--- config.mk ---
export PLATFORM = sky130hd
export DESIGN_NAME = tcsf_out
export DESIGN_NICKNAME = d
export VERILOG_FILES = /design/src/rtl/core/tcsf_pkg.sv /design/src/rtl/core/tcsf_out.sv
export SDC_FILE = /design/constraint.sdc
export NUM_CORES = 1
export LEC_CHECK = 0
export BUFFER_PORTS_ARGS = -buffer_cell sky130_fd_sc_hd__buf_2
export CAP_MARGIN = 30
export CORE_MARGIN = 1.5
export CORE_UTILIZATION = 37
export DETAILED_ROUTE_END_ITERATION = 12
export PLACE_DENSITY = 0.76
export REMOVE_ABC_BUFFERS = 1
export SYNTH_ARGS = -nofsm -noshare
export SYNTH_HDL_FRONTEND = slang
export SYNTH_SLANG_ARGS = --single-unit
--- constraint.sdc ---
create_clock -name clock -period 1.52 [get_ports clock]
set_input_delay 0.304 -clock clock [delete_from_list [all_inputs] [get_ports clock]]
set_output_delay 0.304 -clock clock [all_outputs]
set_load 0.03 [all_outputs]
--- src/rtl/core/tcsf_pkg.sv ---
// tcsf_pkg: shared types and constants of the typed call stack block
// command codes, cell tags, error codes, sequencer states and the result struct
// no dependencies
package tcsf_pkg;

   localparam int DEFAULT_STACK_DEPTH = 256;

   localparam int WORD_W      = 64;
   localparam int TAG_W       = 3;
   localparam int CELL_W      = WORD_W + TAG_W;
   localparam int FRAME_CELLS = 6;
   localparam int LINK_SLOT   = 2;

   localparam int REQ_DATA_W = 280;
   localparam int REQ_USER_W = 6;
   localparam int RSP_DATA_W = 80;
   localparam int RSP_USER_W = TAG_W;

   localparam logic [TAG_W-1:0] TAG_GENERIC = 3'd0;
   localparam logic [TAG_W-1:0] TAG_INT     = 3'd1;
   localparam logic [TAG_W-1:0] TAG_STR     = 3'd4;
   localparam logic [TAG_W-1:0] TAG_REF     = 3'd5;

   typedef enum logic [2:0] {
      CMD_PUSH  = 3'd0,
      CMD_POP   = 3'd1,
      CMD_WRITE = 3'd2,
      CMD_READ  = 3'd3,
      CMD_FPUSH = 3'd4,
      CMD_FPOP  = 3'd5
   } cmd_type;

   typedef enum logic [1:0] {
      ERR_OK    = 2'd0,
      ERR_OVER  = 2'd1,
      ERR_UNDER = 2'd2,
      ERR_RANGE = 2'd3
   } err_type;

   typedef enum logic [3:0] {
      ST_IDLE,
      ST_EXEC,
      ST_POP_WAIT,
      ST_LINK,
      ST_LINK_WAIT,
      ST_TARGET,
      ST_TARGET_WAIT,
      ST_FRAME,
      ST_FPOP_WAIT,
      ST_RESULT
   } state_type;

   typedef struct packed {
      logic [WORD_W-1:0] read_value;
      logic [TAG_W-1:0]  read_type;
      logic [8:0]        stack_depth;
      logic              is_empty;
      err_type           error;
   } result_type;

endpackage

--- src/rtl/core/tcsf_out.sv ---
// tcsf_out: result register between the sequencer and the rsp channel
// depends on tcsf_pkg
module tcsf_out (
   input  logic                        clock,
   input  logic                        reset,
   input  logic                        res_valid,
   input  tcsf_pkg::result_type        res_data,
   output logic                        res_ready,
   output logic                        rsp_tvalid,
   input  logic                        rsp_tready,
   output logic [tcsf_pkg::RSP_DATA_W-1:0] rsp_tdata,
   output logic [tcsf_pkg::RSP_USER_W-1:0] rsp_tuser
);

   logic                 valid_ff;
   logic                 valid_in;
   tcsf_pkg::result_type data_ff;
   logic                 load;

   assign res_ready = !valid_ff || rsp_tready;
   assign load      = res_valid && res_ready;

   always_comb begin
      valid_in = valid_ff;
      if (load) begin
         valid_in = 1'b1;
      end else if (rsp_tready) begin
         valid_in = 1'b0;
      end
   end

   always_ff @(posedge clock) begin
      if (reset) begin
         valid_ff <= 1'b0;
      end else begin
         valid_ff <= valid_in;
      end
   end

   always_ff @(posedge clock) begin
      if (load) begin
         data_ff <= res_data;
      end
   end

   assign rsp_tvalid = valid_ff;
   assign rsp_tdata  = {4'b0, data_ff.error, data_ff.is_empty, data_ff.stack_depth,
                        data_ff.read_value};
   assign rsp_tuser  = data_ff.read_type;

endmodule

Yosys cells after proc, flatten, opt, wreduce, memory -nomap -nowiden
Cells that the tools add are included.
{"block": "op_classes", "mux": 2, "reduce_logical": 4}
{"op": "1-bit two-way mux", "n": 2}
{"op": "2-bit nonzero test", "n": 1}
{"op": "1-bit logical AND", "n": 1}
{"op": "1-bit zero test", "n": 1}
{"op": "1-bit logical OR", "n": 1}
{"block": "word_totals", "output_inout_bits": 85, "regBits": 80}

Depth between registers and ports, before layout
{"block": "logic_depth", "ltp_word": 4, "depth_mapped": 2}

Worst setup path after synthesis
OpenSTA, ideal clock, no wires.
{"block": "synth_timing", "path_type": "register to register", "from": "register valid_ff, in the netlist rsp_tvalid", "to": "register data_ff, in the netlist rsp_tdata[0] (enable)", "synth_period_minus_slack_ns": 1.649, "n_path_buf": 0, "stages_incl_launch_ff": 3, "slack_ns": -0.129, "t_required_ns": 1.138, "arrival_time_ns": 1.267, "cell_sequence": "dfxtp_1 nand2b_4 and2_4"}
{"block": "synth_between", "elab_chain_len": 3}
{"element": "start: declaration", "line": "tcsf_out.sv:15", "rtl": "logic valid_ff;"}
{"element": "start signal: assignment", "line": "tcsf_out.sv:36", "rtl": "valid_ff <= valid_in;"}
{"element": "1-bit zero test", "line": "tcsf_out.sv:20", "rtl": "assign res_ready = !valid_ff || rsp_tready;"}
{"element": "1-bit logical OR", "line": "tcsf_out.sv:20"}
{"element": "via res_ready", "line": "tcsf_out.sv:8", "rtl": "output logic res_ready,"}
{"element": "1-bit logical AND", "line": "tcsf_out.sv:21", "rtl": "assign load = res_valid && res_ready;"}
{"element": "via load", "line": "tcsf_out.sv:18", "rtl": "logic load;"}
{"element": "end signal: assignment", "line": "tcsf_out.sv:42", "rtl": "data_ff <= res_data;"}
{"element": "end: declaration", "line": "tcsf_out.sv:17", "rtl": "tcsf_pkg::result_type data_ff;"}
The timed path passes the listed nets, and every way through them passes these cells.
A chain may end at the register's enable or synchronous reset.

Final worst setup path
{"block": "layout_timing", "from": "register valid_ff, in the netlist rsp_tvalid", "to": "output port res_ready"}
{"block": "layout_between", "elab_chain_len": 2}
{"element": "1-bit zero test", "line": "tcsf_out.sv:20"}
{"element": "1-bit logical OR", "line": "tcsf_out.sv:20"}
{"element": "end: declaration", "line": "tcsf_out.sv:8"}
No other way between the ends.

==> impl_metrics.json <==
{
  "finalSetupViolCount": 0,
  "die_width_um": 84.6,
  "p_comb_share_pct": 12.0,
  "ys_seq_elements": 80,
  "power_frac_clock_pct": 32.7,
  "num_io_pins": 168,
  "cts_root_buf": "clkbuf_8",
  "seq_power_share_pct": 55.3,
  "dr.pass1.iters": 4,
  "path_class": "register to output pin",
  "swShare_pct": 25.2,
  "die_y_um": 84.6,
  "yosys_warnings": 0,
  "required_ns": 1.22,
  "ff_latch_area_mm2": 0.00239,
  "instances_no_fill": 346,
  "nFillCells": 514,
  "outcome": "finished clean",
  "post-route-drc-count": 0,
  "num_rows": 29,
  "hp-class": "input pin to register",
  "drt_iter0_markers": 64,
  "drive_above_1_share_pct": 68.4,
  "antenna_found_initial": 0,
  "grt_usage_pct": 14.0,
  "hold_buffers": 0,
  "p_per_area_mw_per_mm2": 1310,
  "end_kind": "output pin",
  "start_kind": "register",
  "clock.fmax_mhz": 791,
  "syn_to_final_growth_pct": 46.1,
  "routabilityCongestion": 0.682,
  "period_share_pct": 83.2,
  "via_per_inst": 4.27,
  "fin_nets": 347,
  "finClkSkew_ns": 0.0116,
  "place.port_buffers": 163,
  "post_cts_buffers": 0,
  "drv_cap": 0,
  "grt_pass1_wl_um": 7180,
  "ctsResizeCount": 0,
  "clockBufferDepth": 2,
  "rsz0062_at_grt": "false",
  "htree_levels": 3,
  "synth_area_mm2": 0.00246,
  "postRouteAntennaNets": 0,
  "rrSetupSlack_ns": 0.34,
  "insertedDiodeCount": 0,
  "clock-sinks": 80,
  "syn_avg_cell_area_um2": 27.7,
  "core_mm2": 0.00639,
  "multi_input_area_um2": 46.3,
  "clock_latency_ns": 0.34,
  "crit_path_max_fanout": 3,
  "wire_per_inst_um": 14.5,
  "p_leak_nw": 1.56,
  "num_vias": 1477,
  "worst_ep_arrival_time_ns": 0.96,
  "final_cell_mix": "buf_2, edfxtp_1, clkbuf_8",
  "finalCriticalPeriod_ns": 1.26,
  "dpl-instance-area_mm2": 0.00339,
  "die-area_mm2": 0.00715,
  "initial_core_util_pct": 38.5,
  "synthesis.instances": 89,
  "hold_violations": 0,
  "fin_area_mm2": 0.00360,
  "overflow": 0,
  "placed_cells": 330,
  "cts_made_buffers": 9,
  "final_common_cell": "buf_2",
  "grt_start_max_net_pins": 40,
  "p_int_mw": 3.52,
  "switching_power_mw": 1.19,
  "grt_pass1_vias": 1500,
  "synth_cell_types": 8,
  "routed_wl_um": 5030,
  "synth-seq-area-share_pct": 97.2,
  "slew_violations": 0,
  "ir_drop_mv": 0.902,
  "clkTransAtPathRegs_ns": 0.08,
  "cts_tree": "built"
}
path summary, 6_finish.rpt:
path	endpoint	cells after the start	start
max	res_ready	2	rsp_tvalid$_SDFFE_PP0P_
min	rsp_tvalid$_SDFFE_PP0P_	2	reset
max reg2reg	rsp_tdata[56]$_DFFE_PP_	3	rsp_tvalid$_SDFFE_PP0P_
min reg2reg	rsp_tvalid$_SDFFE_PP0P_	2	rsp_tvalid$_SDFFE_PP0P_
routing by layer:
metal | global-route usage, % | vias to the layer above | part of all wire, %
li1 | - | 695 | -
met1 | 12.4 | 679 | 31
met2 | 25.1 | 96 | 55
met3 | 7.47 | 7 | 11
met4 | 7.92 | 0 | 1.6
met5 | 0 | - | 0
registers in the layout (all words and copies together), names as in the netlist:
name	flops
rsp_tuser	3
rsp_tdata	76
rsp_tvalid	1
stage by stage:
step	util, %	power [mW]	setup TNS (ns)	setup slack, ns	hold WS [ns]
after CTS	56.3	4.77	0	0.231	0.0907
after global routing	56.3	4.88	0	0.208	0.0945
after global placement	53.2	3.21	0	0.249	0.467
after floorplan	-	2.98	-10.18	-0.129	0.366
after detailed placement	53.2	3.23	0	0.239	0.465
final	56.3	4.71	0	0.255	0.111
area by class of cell:
cell class                      instances  area share, %
Timing Repair Buffer                  165           23.8
Inverter                                1          0.104
Sequential cell                        80           66.5
Clock buffer                            9           3.44
Tap cell                               77           2.68
Clock inverter                          7           2.16
Multi-Input combinational cell          7           1.29
cells by family (layout without fill, tap and decap cells):
logic type | after synthesis | in the layout | share of synthesized area [%]
AOI/OAI and AO/OA | 1 | 1 | 0.356
buffers and inverters | 5 | 182 | 1.37
DFF | 80 | 80 | 97.2
other | 1 | 4 | 0.152
and+or+nand+nor | 2 | 2 | 0.915
worst max-delay path, cell delays in order, from the launching register on:
cell and delay [ns]:
dfxtp_1 0.38, nand2b_4 0.07, buf_2 0.17
power by group through the flow:
stage                     combinational (mW)  sequential, mW  clock (mW)
after detailed placement               0.571            2.65           0
after CTS                              0.571            2.61        1.60
after floorplan                       0.0602            2.92           0
after global routing                   0.594            2.62        1.67
after global placement                 0.565            2.65           0
final                                  0.565            2.60        1.54
cells in the mapped netlist:
library cell / number / area [µm²]
edfxtp_1: 79 / 2370
buf_4: 4 / 30.0
a21oi_2: 1 / 8.76
and2_4: 1 / 8.76
conb_1: 1 / 3.75
dfxtp_1: 1 / 20.0
inv_1: 1 / 3.75
nand2b_4: 1 / 13.8
No activity file was read; power rests on OpenSTA's default activity.
