[config.mk]
export PLATFORM = sky130hd
export DESIGN_NAME = tcsf_ram
export DESIGN_NICKNAME = d
export VERILOG_FILES = /design/src/rtl/core/tcsf_ram.sv
export SDC_FILE = /design/constraint.sdc
export NUM_CORES = 1
export LEC_CHECK = 0
export ABC_AREA = 1
export BUFFER_PORTS_ARGS = -buffer_cell sky130_fd_sc_hd__buf_2
export CAP_MARGIN = 25
export CORE_MARGIN = 1
export CORE_UTILIZATION = 50
export DETAILED_ROUTE_END_ITERATION = 10
export HOLD_SLACK_MARGIN = 0.06
export PLACE_DENSITY = 0.66
export SLEW_MARGIN = 10
export SYNTH_ARGS = -nofsm -noshare
export SYNTH_HDL_FRONTEND = slang
export SYNTH_SLANG_ARGS = --single-unit
[constraint.sdc]
create_clock -name clock -period 1.2 [get_ports clock]
set_input_delay 0.06 -clock clock [delete_from_list [all_inputs] [get_ports clock]]
set_output_delay 0.06 -clock clock [all_outputs]
set_load 0.05 [all_outputs]
[src/rtl/core/tcsf_ram.sv]
// tcsf_ram: generic single-write, single-read memory with registered read data
// no dependencies
module tcsf_ram #(
   parameter int WIDTH = 8,
   parameter int DEPTH = 16
) (
   input  logic                     clock,
   input  logic                     wr_en,
   input  logic [$clog2(DEPTH)-1:0] wr_addr,
   input  logic [WIDTH-1:0]         wr_data,
   input  logic                     rd_en,
   input  logic [$clog2(DEPTH)-1:0] rd_addr,
   output logic [WIDTH-1:0]         rd_data
);

   logic [WIDTH-1:0] mem [DEPTH];
   logic [WIDTH-1:0] rd_data_ff;

   always_ff @(posedge clock) begin
      if (wr_en) begin
         mem[wr_addr] <= wr_data;
      end
      if (rd_en) begin
         rd_data_ff <= mem[rd_addr];
      end
   end

   assign rd_data = rd_data_ff;

endmodule

# Yosys cells after proc, flatten, opt, wreduce, memory -nomap -nowiden
# Memories as Yosys holds them, arrays and structs flattened. A register that Yosys moved wholly into a read port is not among the register bits.
# Cells that the tools add are included.
[totals] word_cells=3 register_bits=0 ramBits=128 n_memories=1 in_bits=19 out_inout_bits=8
[mem_list] name="mem" words=16 word_bits=8 read_ports=1 rd_clocked_by_memory_dff=1 wr=1 line_no="16" rtl="logic [WIDTH-1:0] mem [DEPTH];"
[op_classes] mux=2
[op_table] cell="1-bit 2-to-1 mux" count=2

# Longest topological paths before layout
# Gate-level depths: netlist of the first run.
[logic_depth] word_depth=2 ltp_mapped=8 depth_no_buf=7

# Worst setup path before layout of the first run
# OpenSTA, ideal clock, no wires.
[synth_timing] path_type="input to register" start="input port wr_addr[2]" end="memory mem[10][0], enable pin" arrival_time_ns=0.641 stages=2 setup_slack_ns=0.189 setup_ns=0.370 required_ns=0.830 path_buffers=0 path_cell_list="nand3b_1 nor2_1"
[synth_lines] item="from (decl)" line_no="9" rtl="input logic [$clog2(DEPTH)-1:0] wr_addr,"
[synth_lines] item="to (decl)" line_no="16"
# No word-level cell before the write port.

==> metrics.md, run 1 <==
| Metric | Value |
|---|---|
| Netlist Area Pre-Place | `5850 µm²` |
| Fraction of layout cells with a size suffix above 1 | `15.5%` |
| Net Count, Synth | `570` |
| Layout Cells excl Fill | `756` |
| H-tree Lvls | `4` |
| Initial antenna violation count | `0` |
| DR DRC count | `0` |
| F_max | `839 MHz` |
| Post-DP HPWL | `7.86 mm` |
| # clock sinks | `136` |
| CTS Root Buffer Type | `clkbuf_16` |
| Clock buffer count from CTS | `17` |
| VDD IR max | `0.000930 V` |
| Sw frac | `21.3%` |
| Mean Syn Cell Area | `10.6 µm²` |
| Crit path capture | `rd_data[5]` |
| Clock network power share | `46.4%` |
| RR Startpoint | `mem[5][5]` |
| Top-count cell post-synth | `nand2_1` |
| Final Cell Area | `6930 µm²` |
| Final setup vio count | `0` |
| Gr ovfl total | `0` |
| Clock-pin transition on the worst setup and hold timing paths | `60 ps` |
| Reg-to-reg endpoint | `rd_data[5]` |
| Switching pwr | `2.45 mW` |
| Critical Path AT | `1350 ps` |
| Post-Place Cells | `723` |
| Clock Latency Late Sink | `410 ps` |
| Drt via density | `5.11` |
| DP Area | `6250 µm²` |
| Bufs on Longest Clock Path | `2` |
| Initial cell density of the core | `51.2%` |
| Worst-Margin Slew | `650 ps` |
| Post-synth top cells | `nand2_1, edfxtp_1, inv_1` |
| Max Fanout on Critical Path | `1` |
| CTS tree | `done` |
| Vias in the first global route | `3667` |
| Setup Crit Path Kind | `register to register` |
| Status | `complete, no violations` |
| Worst Setup Start Kind | `register` |
| First-pass GRT wire length | `19.5 mm` |
| Fin crit share | `99.3%` |
| Final hold vios | `0` |
| Required @ worst endpoint | `1360 ps` |
| Worst R2R Path Depth | `6` |
| Die height | `110 µm` |
| Netlist cell types | `11` |
| Pin count of the biggest net entering global routing | `33` |
| Drt total wl | `12.6 mm` |
| EDFF count, synth | `136` |
| Ys async rst share | `0%` |
| WL per Instance | `16.6 µm` |
| Io pins | `27` |
| Worst hold path depth | `1` |
| Crit path from | `mem[5][5]` |
| DR pass1 iterations | `5` |
| Min Tclk post-route | `1190 ps` |
| Post-Place Worst Slack | `-126 ps` |
| Mapped Cells | `551` |
| Max-slew headroom | `56.6%` |
| Max Cap Viol | `0` |
| Post-synth top area share | `69.8%` |
| Row cnt | `39` |
| Sequential cell fraction of total power | `46.9%` |
| Setup Fix Bufs, Post-CTS | `0` |
| Area leader, netlist | `edfxtp_1` |
| Final core utilization | `60.7%` |
| Sequential element share of the synthesized area | `69.8%` |
| Placer Congestion | `0.886` |
| Routed Antenna Nets | `0` |
| Port Buffers | `26` |
| Area growth syn-to-layout | `18.5%` |
| Final-stage net count | `619` |
| Die ar. | `12100 µm²` |
| Final WS setup | `8.29 ps` |
| Combinational Power Share | `6.7%` |
| Die width | `110 µm` |
| Max Slew Vio Count | `0` |
| Pint | `9.03 mW` |
| Worst min path class | `primary input to register` |
| Min-delay src | `wr_data[4]` |
| Leakage | `3.01 nW` |
| Clk_skew | `3.89 ps` |
| Via total after detailed routing | `3860` |
| Ranking of synthesized cells by area | `edfxtp_1, nand2_1, nand3_1` |
| Number of antenna diodes | `0` |
| Primary FF master, synth | `edfxtp_1` |
| Core Box Area | `11400 µm²` |
| GRT Util Overall | `22.8%` |
| Reg2Reg Setup Slack | `8 ps` |
| Detailed Route Iter0 Violations | `351` |
| FF+latch count, synth | `136` |
| Ys Warns | `0` |
| Power per Cell Area | `1660 nW/µm²` |
| Critical Path Sink Type | `register` |
worst max-delay path, stage by stage, from the launching register on:
cell and delay [ps]:
edfxtp_1 370, inv_1 60, nand2_1 40, nand3_1 110, nand3_1 150, nand3_2 120
nand2_1 70
routing by layer:
| metal | wire length [µm] | global-route usage (%) |
|---|---|---|
| met2 | 6100 | 37.4 |
| met3 | 680 | 3.70 |
| met4 | 234 | 9.30 |
| met1 | 5540 | 30.5 |
| met5 | 0 | 0 |
cell usage in the layout, fill, tap and decap left out:
cell type / count
buf_12: 5
buf_2: 26
buf_4: 22
bufinv_16: 4
clkbuf_1: 1
clkbuf_16: 17
clkinv_1: 2
clkinv_2: 4
clkinv_4: 1
clkinvlp_4: 2
dlygate4sd3_1: 1
edfxtp_1: 136
inv_1: 100
inv_2: 2
inv_6: 1
nand2_1: 173
nand3_1: 86
nand3_2: 11
nand3b_1: 2
nor2_1: 17
through the flow:
| stage | hold WS [ps] | power (mW) | TNS, ps |
|---|---|---|---|
| finish | 69.3 | 11.5 | 0 |
| CTS | 79.1 | 11.5 | 0 |
| floorplan | 159 | 5.93 | 0 |
| global route | 79.2 | 11.8 | -52.8 |
| global placement | 421 | 6.21 | -593 |
| detailed placement | 424 | 6.23 | -792 |
registers in the layout, indices dropped and copies added (netlist names):
| register | flops |
|---|---|
| rd_data | 8 |
| mem | 128 |
worst min path at each step:
stage                            end  slack [ps]
after floorplan            mem[0][0]         160
after global placement    rd_data[6]         420
after detailed placement  rd_data[2]         420
after CTS                  mem[5][3]          80
after global routing      mem[11][0]          80
final                      mem[1][4]          70
power by group through the flow:
| stage | Combinational, mW | Clock, mW | Sequential [mW] |
|---|---|---|---|
| 2_1_floorplan | 0.375 | 0 | 5.56 |
| 3_3_place_gp | 0.736 | 0 | 5.48 |
| 3_5_place_dp | 0.747 | 0 | 5.48 |
| 4_1_cts | 0.756 | 5.36 | 5.38 |
| 5_1_grt | 0.841 | 5.56 | 5.39 |
| 6_report | 0.765 | 5.33 | 5.38 |
final cells by class:
cell class	count	area (µm²)
Clock buffer	18	429
Clock inverter	14	180
Fill cell	900	4490
Inverter	102	383
Multi-Input combinational cell	289	1270
Sequential cell	136	4080
Tap cell	143	179
Timing Repair Buffer	54	405
kinds of logic (layout without fill, tap and decap cells):
family        after synthesis  in the layout  share of synthesized area, %
flops                     136            136                          69.8
simple gates              289            289                          20.8
buf+inv                   126            188                          9.39
what timing repair did:
item,CTS,global route
endpoints found under the setup margin,1,7
gates resized for setup,1,10
hold endpoints to repair,8,0
hold buffers,1,0
No activity file was read; power rests on OpenSTA's default activity.
==> inputs of run 2 (changes only) <==
--- a/config.mk
+++ b/config.mk
@@ -7,13 +7,13 @@
 export LEC_CHECK = 0
 export ABC_AREA = 1
 export BUFFER_PORTS_ARGS = -buffer_cell sky130_fd_sc_hd__buf_2
-export CAP_MARGIN = 25
+export CAP_MARGIN = 40
 export CORE_MARGIN = 1
-export CORE_UTILIZATION = 50
+export CORE_UTILIZATION = 61
 export DETAILED_ROUTE_END_ITERATION = 10
 export HOLD_SLACK_MARGIN = 0.06
-export PLACE_DENSITY = 0.66
-export SLEW_MARGIN = 10
+export PLACE_DENSITY = 0.78
+export SLEW_MARGIN = 20
 export SYNTH_ARGS = -nofsm -noshare
 export SYNTH_HDL_FRONTEND = slang
 export SYNTH_SLANG_ARGS = --single-unit
==> metrics.md, run 2 (synthesized netlist as in run 1, its figures left out) <==
| Metric | Value |
|---|---|
| Clk_skew | `4.55 ps (was 3.89 ps)` |
| Commonest non-fill, non-tap cells in the layout | `nand2_1, edfxtp_1, inv_1, nand3_1, buf_4 (was nand2_1, edfxtp_1, inv_1, nand3_1, buf_2)` |
| F_max | `836 MHz (was 839 MHz)` |
| Critical Path Sink Type | `primary output (was register)` |
| CTS tree | `done (unchanged)` |
| Worst-Margin Slew | `620 ps (was 650 ps)` |
| Pin count of the biggest net entering global routing | `33 (unchanged)` |
| Max Slew Vio Count | `0 (unchanged)` |
| Power per Cell Area | `1590 nW/µm² (was 1660 nW/µm²)` |
| Combinational Power Share | `7.4% (was 6.7%)` |
| RR Startpoint | `mem[3][7] (was mem[5][5])` |
| Initial antenna violation count | `0 (unchanged)` |
| Via total after detailed routing | `4087 (was 3860)` |
| First-pass GRT wire length | `20.8 mm (was 19.5 mm)` |
| VDD IR max | `0.00115 V (was 0.000930 V)` |
| Io pins | `27 (unchanged)` |
| Sw frac | `23.1% (was 21.3%)` |
| Number of antenna diodes | `0 (unchanged)` |
| Fillers | `616 (was 900)` |
| Clock Latency Late Sink | `520 ps (was 410 ps)` |
| CP Depth | `1 (was 6)` |
| Worst Setup Start Kind | `register (unchanged)` |
| WL per Instance | `17.7 µm (was 16.6 µm)` |
| Min Tclk post-route | `1200 ps (was 1190 ps)` |
| Initial cell density of the core | `63.0% (was 51.2%)` |
| Critical Path AT | `1140 ps (was 1350 ps)` |
| Delay-heaviest family, CP | `flip-flops (was simple AND/OR/NAND/NOR gates)` |
| Clock-pin transition on the worst setup and hold timing paths | `60 ps (about the same)` |
| Final hold vios | `0 (unchanged)` |
| Footprint of the multi-input gates | `1240 µm² (was 1270 µm²)` |
| Crit-path cells | `buf_6 (was inv_1 > nand2_1 > nand3_1 > nand3_1 > nand3_2 > nand2_1)` |
| Required @ worst endpoint | `1140 ps (was 1360 ps)` |
| Post-Place Cells | `709 (was 723)` |
| DR DRC count | `0 (unchanged)` |
| Sequential cell fraction of total power | `48.3% (was 46.9%)` |
| Slowest cell on crit path | `edfxtp_1 (unchanged)` |
| Max Fanout on Critical Path | `1 (unchanged)` |
| Layout Cells excl Fill | `752 (was 756)` |
| Worst R2R Path Depth | `6 (unchanged)` |
| Routed Antenna Nets | `0 (unchanged)` |
| Max-slew headroom | `58.6% (was 56.6%)` |
| Row cnt | `35 (was 39)` |
| # clock sinks | `136 (unchanged)` |
| Area growth syn-to-layout | `19.5% (was 18.5%)` |
| Setup Fix Bufs, Post-CTS | `0 (unchanged)` |
| Post-Place Worst Slack | `-81.0 ps (was -126 ps)` |
| Gr ovfl total | `0 (unchanged)` |
| Status | `complete, no violations (unchanged)` |
| Leakage | `3.03 nW (was 3.01 nW)` |
| H-tree Lvls | `4 (unchanged)` |
| Max Cap Viol | `0 (unchanged)` |
| DP Area | `6260 µm² (was 6250 µm²)` |
| Final-stage net count | `629 (was 619)` |
| Setup Crit Path Kind | `register to primary output (was register to register)` |
| Port Buffers | `26 (unchanged)` |
| GRT Util Overall | `29.2% (was 22.8%)` |
| Hold WS | `174 ps (was 69.3 ps)` |
| Final WS setup | `4.36 ps (was 8.29 ps)` |
| Clock buffer count from CTS | `17 (unchanged)` |
| Min-delay src | `wr_en (was wr_data[4])` |
| Post-DP HPWL | `8.03 mm (was 7.86 mm)` |
| Reg2Reg Setup Slack | `50 ps (was 8 ps)` |
| Die ar. | `9980 µm² (was 12100 µm²)` |
| Hold EP | `mem[2][6] (was mem[1][4])` |
| Worst min path class | `primary input to register (unchanged)` |
| Final setup vio count | `0 (unchanged)` |
| Detailed Route Iter0 Violations | `314 (was 351)` |
| Switching pwr | `2.57 mW (was 2.45 mW)` |
| Commonest non-fill, non-tap cell in the layout | `nand2_1 (unchanged)` |
| Crit path buf inv count | `1 (unchanged)` |
| Max FFs per register | `128 (unchanged)` |
| Pint | `8.57 mW (was 9.03 mW)` |
| Drt total wl | `13.3 mm (was 12.6 mm)` |
| Die width | `99.9 µm (was 110 µm)` |
| Top reg by flops | `mem (unchanged)` |
| Placer Congestion | `0.854 (was 0.886)` |
| Fin crit share | `99.6% (was 99.3%)` |
| Register area | `4080 µm² (unchanged)` |
| Bufs on Longest Clock Path | `2 (unchanged)` |
| DR pass1 iterations | `5 (unchanged)` |
| Die height | `99.9 µm (was 110 µm)` |
| Worst hold path depth | `4 (was 1)` |
| Clock network power share | `44.3% (was 46.4%)` |
| Core Box Area | `9280 µm² (was 11400 µm²)` |
| Drt via density | `5.43 (was 5.11)` |
| RSZ-0062 raised after global routing | `yes` |
| Final Cell Area | `6990 µm² (was 6930 µm²)` |
| Largest stage delay on the critical path | `430 ps (was 370 ps)` |
| Reg-to-reg endpoint | `rd_data[7] (was rd_data[5])` |
| Vias in the first global route | `3998 (was 3667)` |
| Fraction of layout cells with a size suffix above 1 | `14.8% (was 15.5%)` |
| CTS Root Buffer Type | `clkbuf_8 (was clkbuf_16)` |
==> run 2: changes by cell type in the layout (fill, tap and decap cells not counted), moves of 2 or more <==
cell,previous run,this run
clkinv_1,2,0
clkinvlp_4,2,6
buf_2,26,21
dlygate4sd3_1,1,11
nand3_2,11,5
buf_6,0,3
bufinv_16,4,2
buf_12,5,7
nand3_1,86,92
==> run 2: how the worst max path moves through the flow <==
| stage | start | endpoint | slack (ps) |
|---|---|---|---|
| 2_1_floorplan | wr_addr[2] | mem[10][0] | 190 |
| 3_3_place_gp | rd_addr[1] | rd_data[3] | -80 |
| 3_5_place_dp | rd_addr[0] | rd_data[0] | -80 |
| 4_1_cts | rd_data[6] | rd_data[6] | 1 |
| 5_1_grt | mem[4][5] | rd_data[5] | -20 |
| 6_report | rd_data[1] | rd_data[1] | 4 |
==> run 2: final cells by class <==
| class | count | share of cell area, % |
|---|---|---|
| clock inverter | 15 | 2.20 |
| sequential | 136 | 58.4 |
| multi-input combinational | 289 | 17.7 |
| clock buffer | 17 | 5.93 |
| timing repair buffer | 64 | 7.93 |
| tap | 129 | 2.31 |
| inverter | 102 | 5.48 |
==> run 2: per-stage QoR <==
stage	utilization, %	TNS, ps	power, mW
after floorplan	-	0	5.93
after global placement	67.5	-383	6.23
after detailed placement	67.5	-344	6.24
after CTS	75.0	0	11.1
after global routing	75.3	-40.2	11.5
final	75.3	0	11.1
==> run 2: power by group through the flow <==
stage / Sequential (mW) / Clock [mW] / Combinational (mW)
after floorplan: 5.56 / 0 / 0.375
after global placement: 5.48 / 0 / 0.747
after detailed placement: 5.48 / 0 / 0.763
after CTS: 5.38 / 4.96 / 0.806
after global routing: 5.39 / 5.17 / 0.893
final: 5.39 / 4.93 / 0.826
==> run 2: routing by layer <==
layer	wire length [µm]	global-route usage (%)	up-vias
li1	-	-	1907
met1	5150	38.5	1903
met2	6680	46.8	242
met3	1130	6.13	35
met4	317	14.0	0
met5	0	0	-
==> run 2: repair_timing <==
| action | CTS | global route |
|---|---|---|
| gates resized for setup | 6 | 9 |
| endpoints found under the setup margin | 3 | 8 |
| endpoints found under the hold margin | 140 | 0 |
| hold buffers | 11 | 0 |
| cloned | 0 | 0 |
==> inputs of run 3 (changes only) <==
--- a/config.mk
+++ b/config.mk
@@ -5,14 +5,14 @@
 export SDC_FILE = /design/constraint.sdc
 export NUM_CORES = 1
 export LEC_CHECK = 0
-export ABC_AREA = 1
+export ABC_AREA = 0
 export BUFFER_PORTS_ARGS = -buffer_cell sky130_fd_sc_hd__buf_2
 export CAP_MARGIN = 40
 export CORE_MARGIN = 1
-export CORE_UTILIZATION = 61
+export CORE_UTILIZATION = 60
 export DETAILED_ROUTE_END_ITERATION = 10
 export HOLD_SLACK_MARGIN = 0.06
-export PLACE_DENSITY = 0.78
+export PLACE_DENSITY = 0.77
 export SLEW_MARGIN = 20
 export SYNTH_ARGS = -nofsm -noshare
 export SYNTH_HDL_FRONTEND = slang
==> metrics.md, run 3 <==
| Metric | Value |
|---|---|
| Final hold vios | `0 (unchanged)` |
| FF+latch count, synth | `136 (unchanged)` |
| Leakage | `2.12 nW (was 3.03 nW)` |
| Mean Syn Cell Area | `22.8 µm² (was 10.6 µm²)` |
| Fraction of layout cells with a size suffix above 1 | `37.9% (was 14.8%)` |
| Number of antenna diodes | `0 (unchanged)` |
| Crit-path cells | `mux4_2 > a22oi_1 > nand2_1 (was buf_6)` |
| Primary FF master, synth | `edfxtp_1 (unchanged)` |
| Placer Congestion | `0.749 (was 0.854)` |
| # clock sinks | `136 (unchanged)` |
| Final-stage net count | `315 (was 629)` |
| Drt via density | `6.07 (was 5.43)` |
| Max Fanout on Critical Path | `1 (unchanged)` |
| Ys Warns | `0 (unchanged)` |
| Die ar. | `9090 µm² (was 9980 µm²)` |
| Post-synth top cells | `edfxtp_1, mux4_2, a22oi_1 (was nand2_1, edfxtp_1, inv_1)` |
| Slowest cell on crit path | `mux4_2 (was edfxtp_1)` |
| Initial antenna violation count | `0 (unchanged)` |
| F_max | `678 MHz (was 836 MHz)` |
| Total power | `11.0 mW (was 11.1 mW)` |
| Top reg by flops | `mem (unchanged)` |
| EDFF count, synth | `136 (unchanged)` |
| Routed Antenna Nets | `0 (unchanged)` |
| Required @ worst endpoint | `1460 ps (was 1140 ps)` |
| Max Cap Viol | `0 (unchanged)` |
| Final core utilization | `75.6% (was 75.3%)` |
| Worst min path class | `primary input to register (unchanged)` |
| Worst Setup Start Kind | `register (unchanged)` |
| Fin crit share | `123% (was 99.6%)` |
| Io pins | `27 (unchanged)` |
| Clk_skew | `4.69 ps (was 4.55 ps)` |
| Ys async rst share | `0% (unchanged)` |
| Max-slew headroom | `51.7% (was 58.6%)` |
| Largest stage delay on the critical path | `510 ps (was 430 ps)` |
| RSZ-0062 raised after global routing | `yes (unchanged)` |
| VDD IR max | `0.00124 V (was 0.00115 V)` |
| H-tree Lvls | `4 (unchanged)` |
| Failing checks | `setup timing` |
| Bufs on Longest Clock Path | `2 (unchanged)` |
| Via total after detailed routing | `2512 (was 4087)` |
| Detailed Route Iter0 Violations | `263 (was 314)` |
| Area leader, netlist | `edfxtp_1 (unchanged)` |
| Mapped Cells | `229 (was 551)` |
| Post-DP HPWL | `5.93 mm (was 8.03 mm)` |
| Port Buffers | `26 (unchanged)` |
| Top-count cell post-synth | `edfxtp_1 (was nand2_1)` |
| Commonest non-fill, non-tap cell in the layout | `edfxtp_1 (was nand2_1)` |
| Min Tclk post-route | `1480 ps (was 1200 ps)` |
| Power per Cell Area | `1750 nW/µm² (was 1590 nW/µm²)` |
| Setup Crit Path Kind | `register to register (was register to primary output)` |
| DR DRC count | `0 (unchanged)` |
| Core Box Area | `8340 µm² (was 9280 µm²)` |
| Status | `finished, violations left (was complete, no violations)` |
| Post-synth top area share | `78.1% (was 69.8%)` |
| Net Count, Synth | `248 (was 570)` |
| Max Slew Vio Count | `0 (unchanged)` |
| Clock buffer count from CTS | `17 (unchanged)` |
| Critical Path Sink Type | `register (was primary output)` |
| Max FFs per register | `128 (unchanged)` |
| Die width | `95.3 µm (was 99.9 µm)` |
| Initial cell density of the core | `62.7% (was 63.0%)` |
| Ranking of synthesized cells by area | `edfxtp_1, mux4_2, mux4_1 (was edfxtp_1, nand2_1, nand3_1)` |
| Final WS setup | `-276 ps (was 4.36 ps)` |
| Critical Path AT | `1740 ps (was 1140 ps)` |
| Vias in the first global route | `2593 (was 3998)` |
| Area growth syn-to-layout | `20.6% (was 19.5%)` |
| Row cnt | `33 (was 35)` |
| CTS tree | `done (unchanged)` |
| Netlist Area Pre-Place | `5230 µm² (was 5850 µm²)` |
| Clock Latency Late Sink | `520 ps (about the same)` |
| Drt total wl | `10.5 mm (was 13.3 mm)` |
| Die height | `95.3 µm (was 99.9 µm)` |
| Final setup vio count | `8 (was 0)` |
| Netlist cell types | `18 (was 11)` |
| WL per Instance | `25.5 µm (was 17.7 µm)` |
| GRT Util Overall | `26.5% (was 29.2%)` |
| Fillers | `440 (was 616)` |
| DR pass1 iterations | `5 (unchanged)` |
| Worst-Margin Slew | `723 ps (was 620 ps)` |
| Post-Place Worst Slack | `-410 ps (was -81.0 ps)` |
| First-pass GRT wire length | `15.5 mm (was 20.8 mm)` |
| CTS Root Buffer Type | `clkbuf_8 (unchanged)` |
| Gr ovfl total | `0 (unchanged)` |
| Setup Fix Bufs, Post-CTS | `0 (unchanged)` |
| Pin count of the biggest net entering global routing | `17 (was 33)` |
| Clock-pin transition on the worst setup and hold timing paths | `60 ps (about the same)` |
| Commonest non-fill, non-tap cells in the layout | `edfxtp_1, mux4_2, buf_4, buf_2, clkbuf_16 (was nand2_1, edfxtp_1, inv_1, nand3_1, buf_4)` |
| Sequential element share of the synthesized area | `78.1% (was 69.8%)` |
-- run 3: changes by cell type after synthesis, sizes merged, moves of 16 or more --
cell | previous run | this run
nand2 | 173 | 9
inv | 102 | 0
nand3 | 97 | 1
mux4 | 0 | 32
buf | 24 | 7
a22oi | 0 | 16
-- run 3: metrics by stage --
step / area [µm²] / cells / setup TNS, ps / hold slack (ps)
final: 6300 / 414 / -1850 / 129
after CTS: 6280 / 414 / -1910 / 110
after floorplan: 5220 / 229 / -4430 / 159
after global placement: 5590 / 373 / -5980 / 428
after detailed placement: 5590 / 373 / -7220 / 429
after global routing: 6300 / 414 / -2260 / 135
-- run 3: final timing paths --
check,slack [ps],start,end,cells past startpoint
hold reg to reg,770,mem[8][1],rd_data[1],3
setup reg to reg,-280,mem[7][4],rd_data[4],3
setup / recovery,-280,mem[7][4],rd_data[4],3
hold / removal,130,wr_addr[0],mem[0][0],3
-- run 3: routing by layer --
metal / up-vias / global-route usage (%) / wire length [µm]
met3: 12 / 5.74 / 601
met5: - / 0 / 0
li1: 1100 / - / -
met4: 0 / 10.4 / 165
met2: 97 / 41.3 / 5340
met1: 1303 / 37.1 / 4430
-- run 3: power by group --
part,internal (mW),switching (mW),leakage [nW],total [mW]
Clock,3.13,1.86,0.277,4.99
Combinational,0.273,0.387,0.605,0.660
Sequential,5.35,0.0349,1.24,5.39
-- run 3: timing repair --
item,4_1_cts,5_1_grt
hold endpoints to repair,136,0
gates resized for setup,8,9
endpoints found under the setup margin,11,14
hold buffers,9,0
-- run 3: cells by family (layout without fill, tap and decap cells) --
group | after synthesis | after routing | share of synthesized area (%)
flops | 136 | 136 | 78.1
simple gates | 35 | 35 | 3.14
mux | 32 | 32 | 14.8
compound gates | 16 | 16 | 2.30
buf+inv | 10 | 90 | 1.65
-- run 3: layout make-up --
cell class                      instances  area [µm²]  share of cell area, %
Sequential cell                       136        4080                   64.8
Clock inverter                         14         158                   2.50
Clock buffer                           18         418                   6.63
Tap cell                              105         131                   2.08
Timing Repair Buffer                   58         472                   7.48
Multi-Input combinational cell         83        1040                   16.5
-- run 3: worst max-delay path, delay by kind of cell (launching register included) --
family	cells	cell delay, ps
AO/OA/AOI/OAI	1	260
multiplexers	1	510
flip-flops	1	360
AND/OR/NAND/NOR	1	90
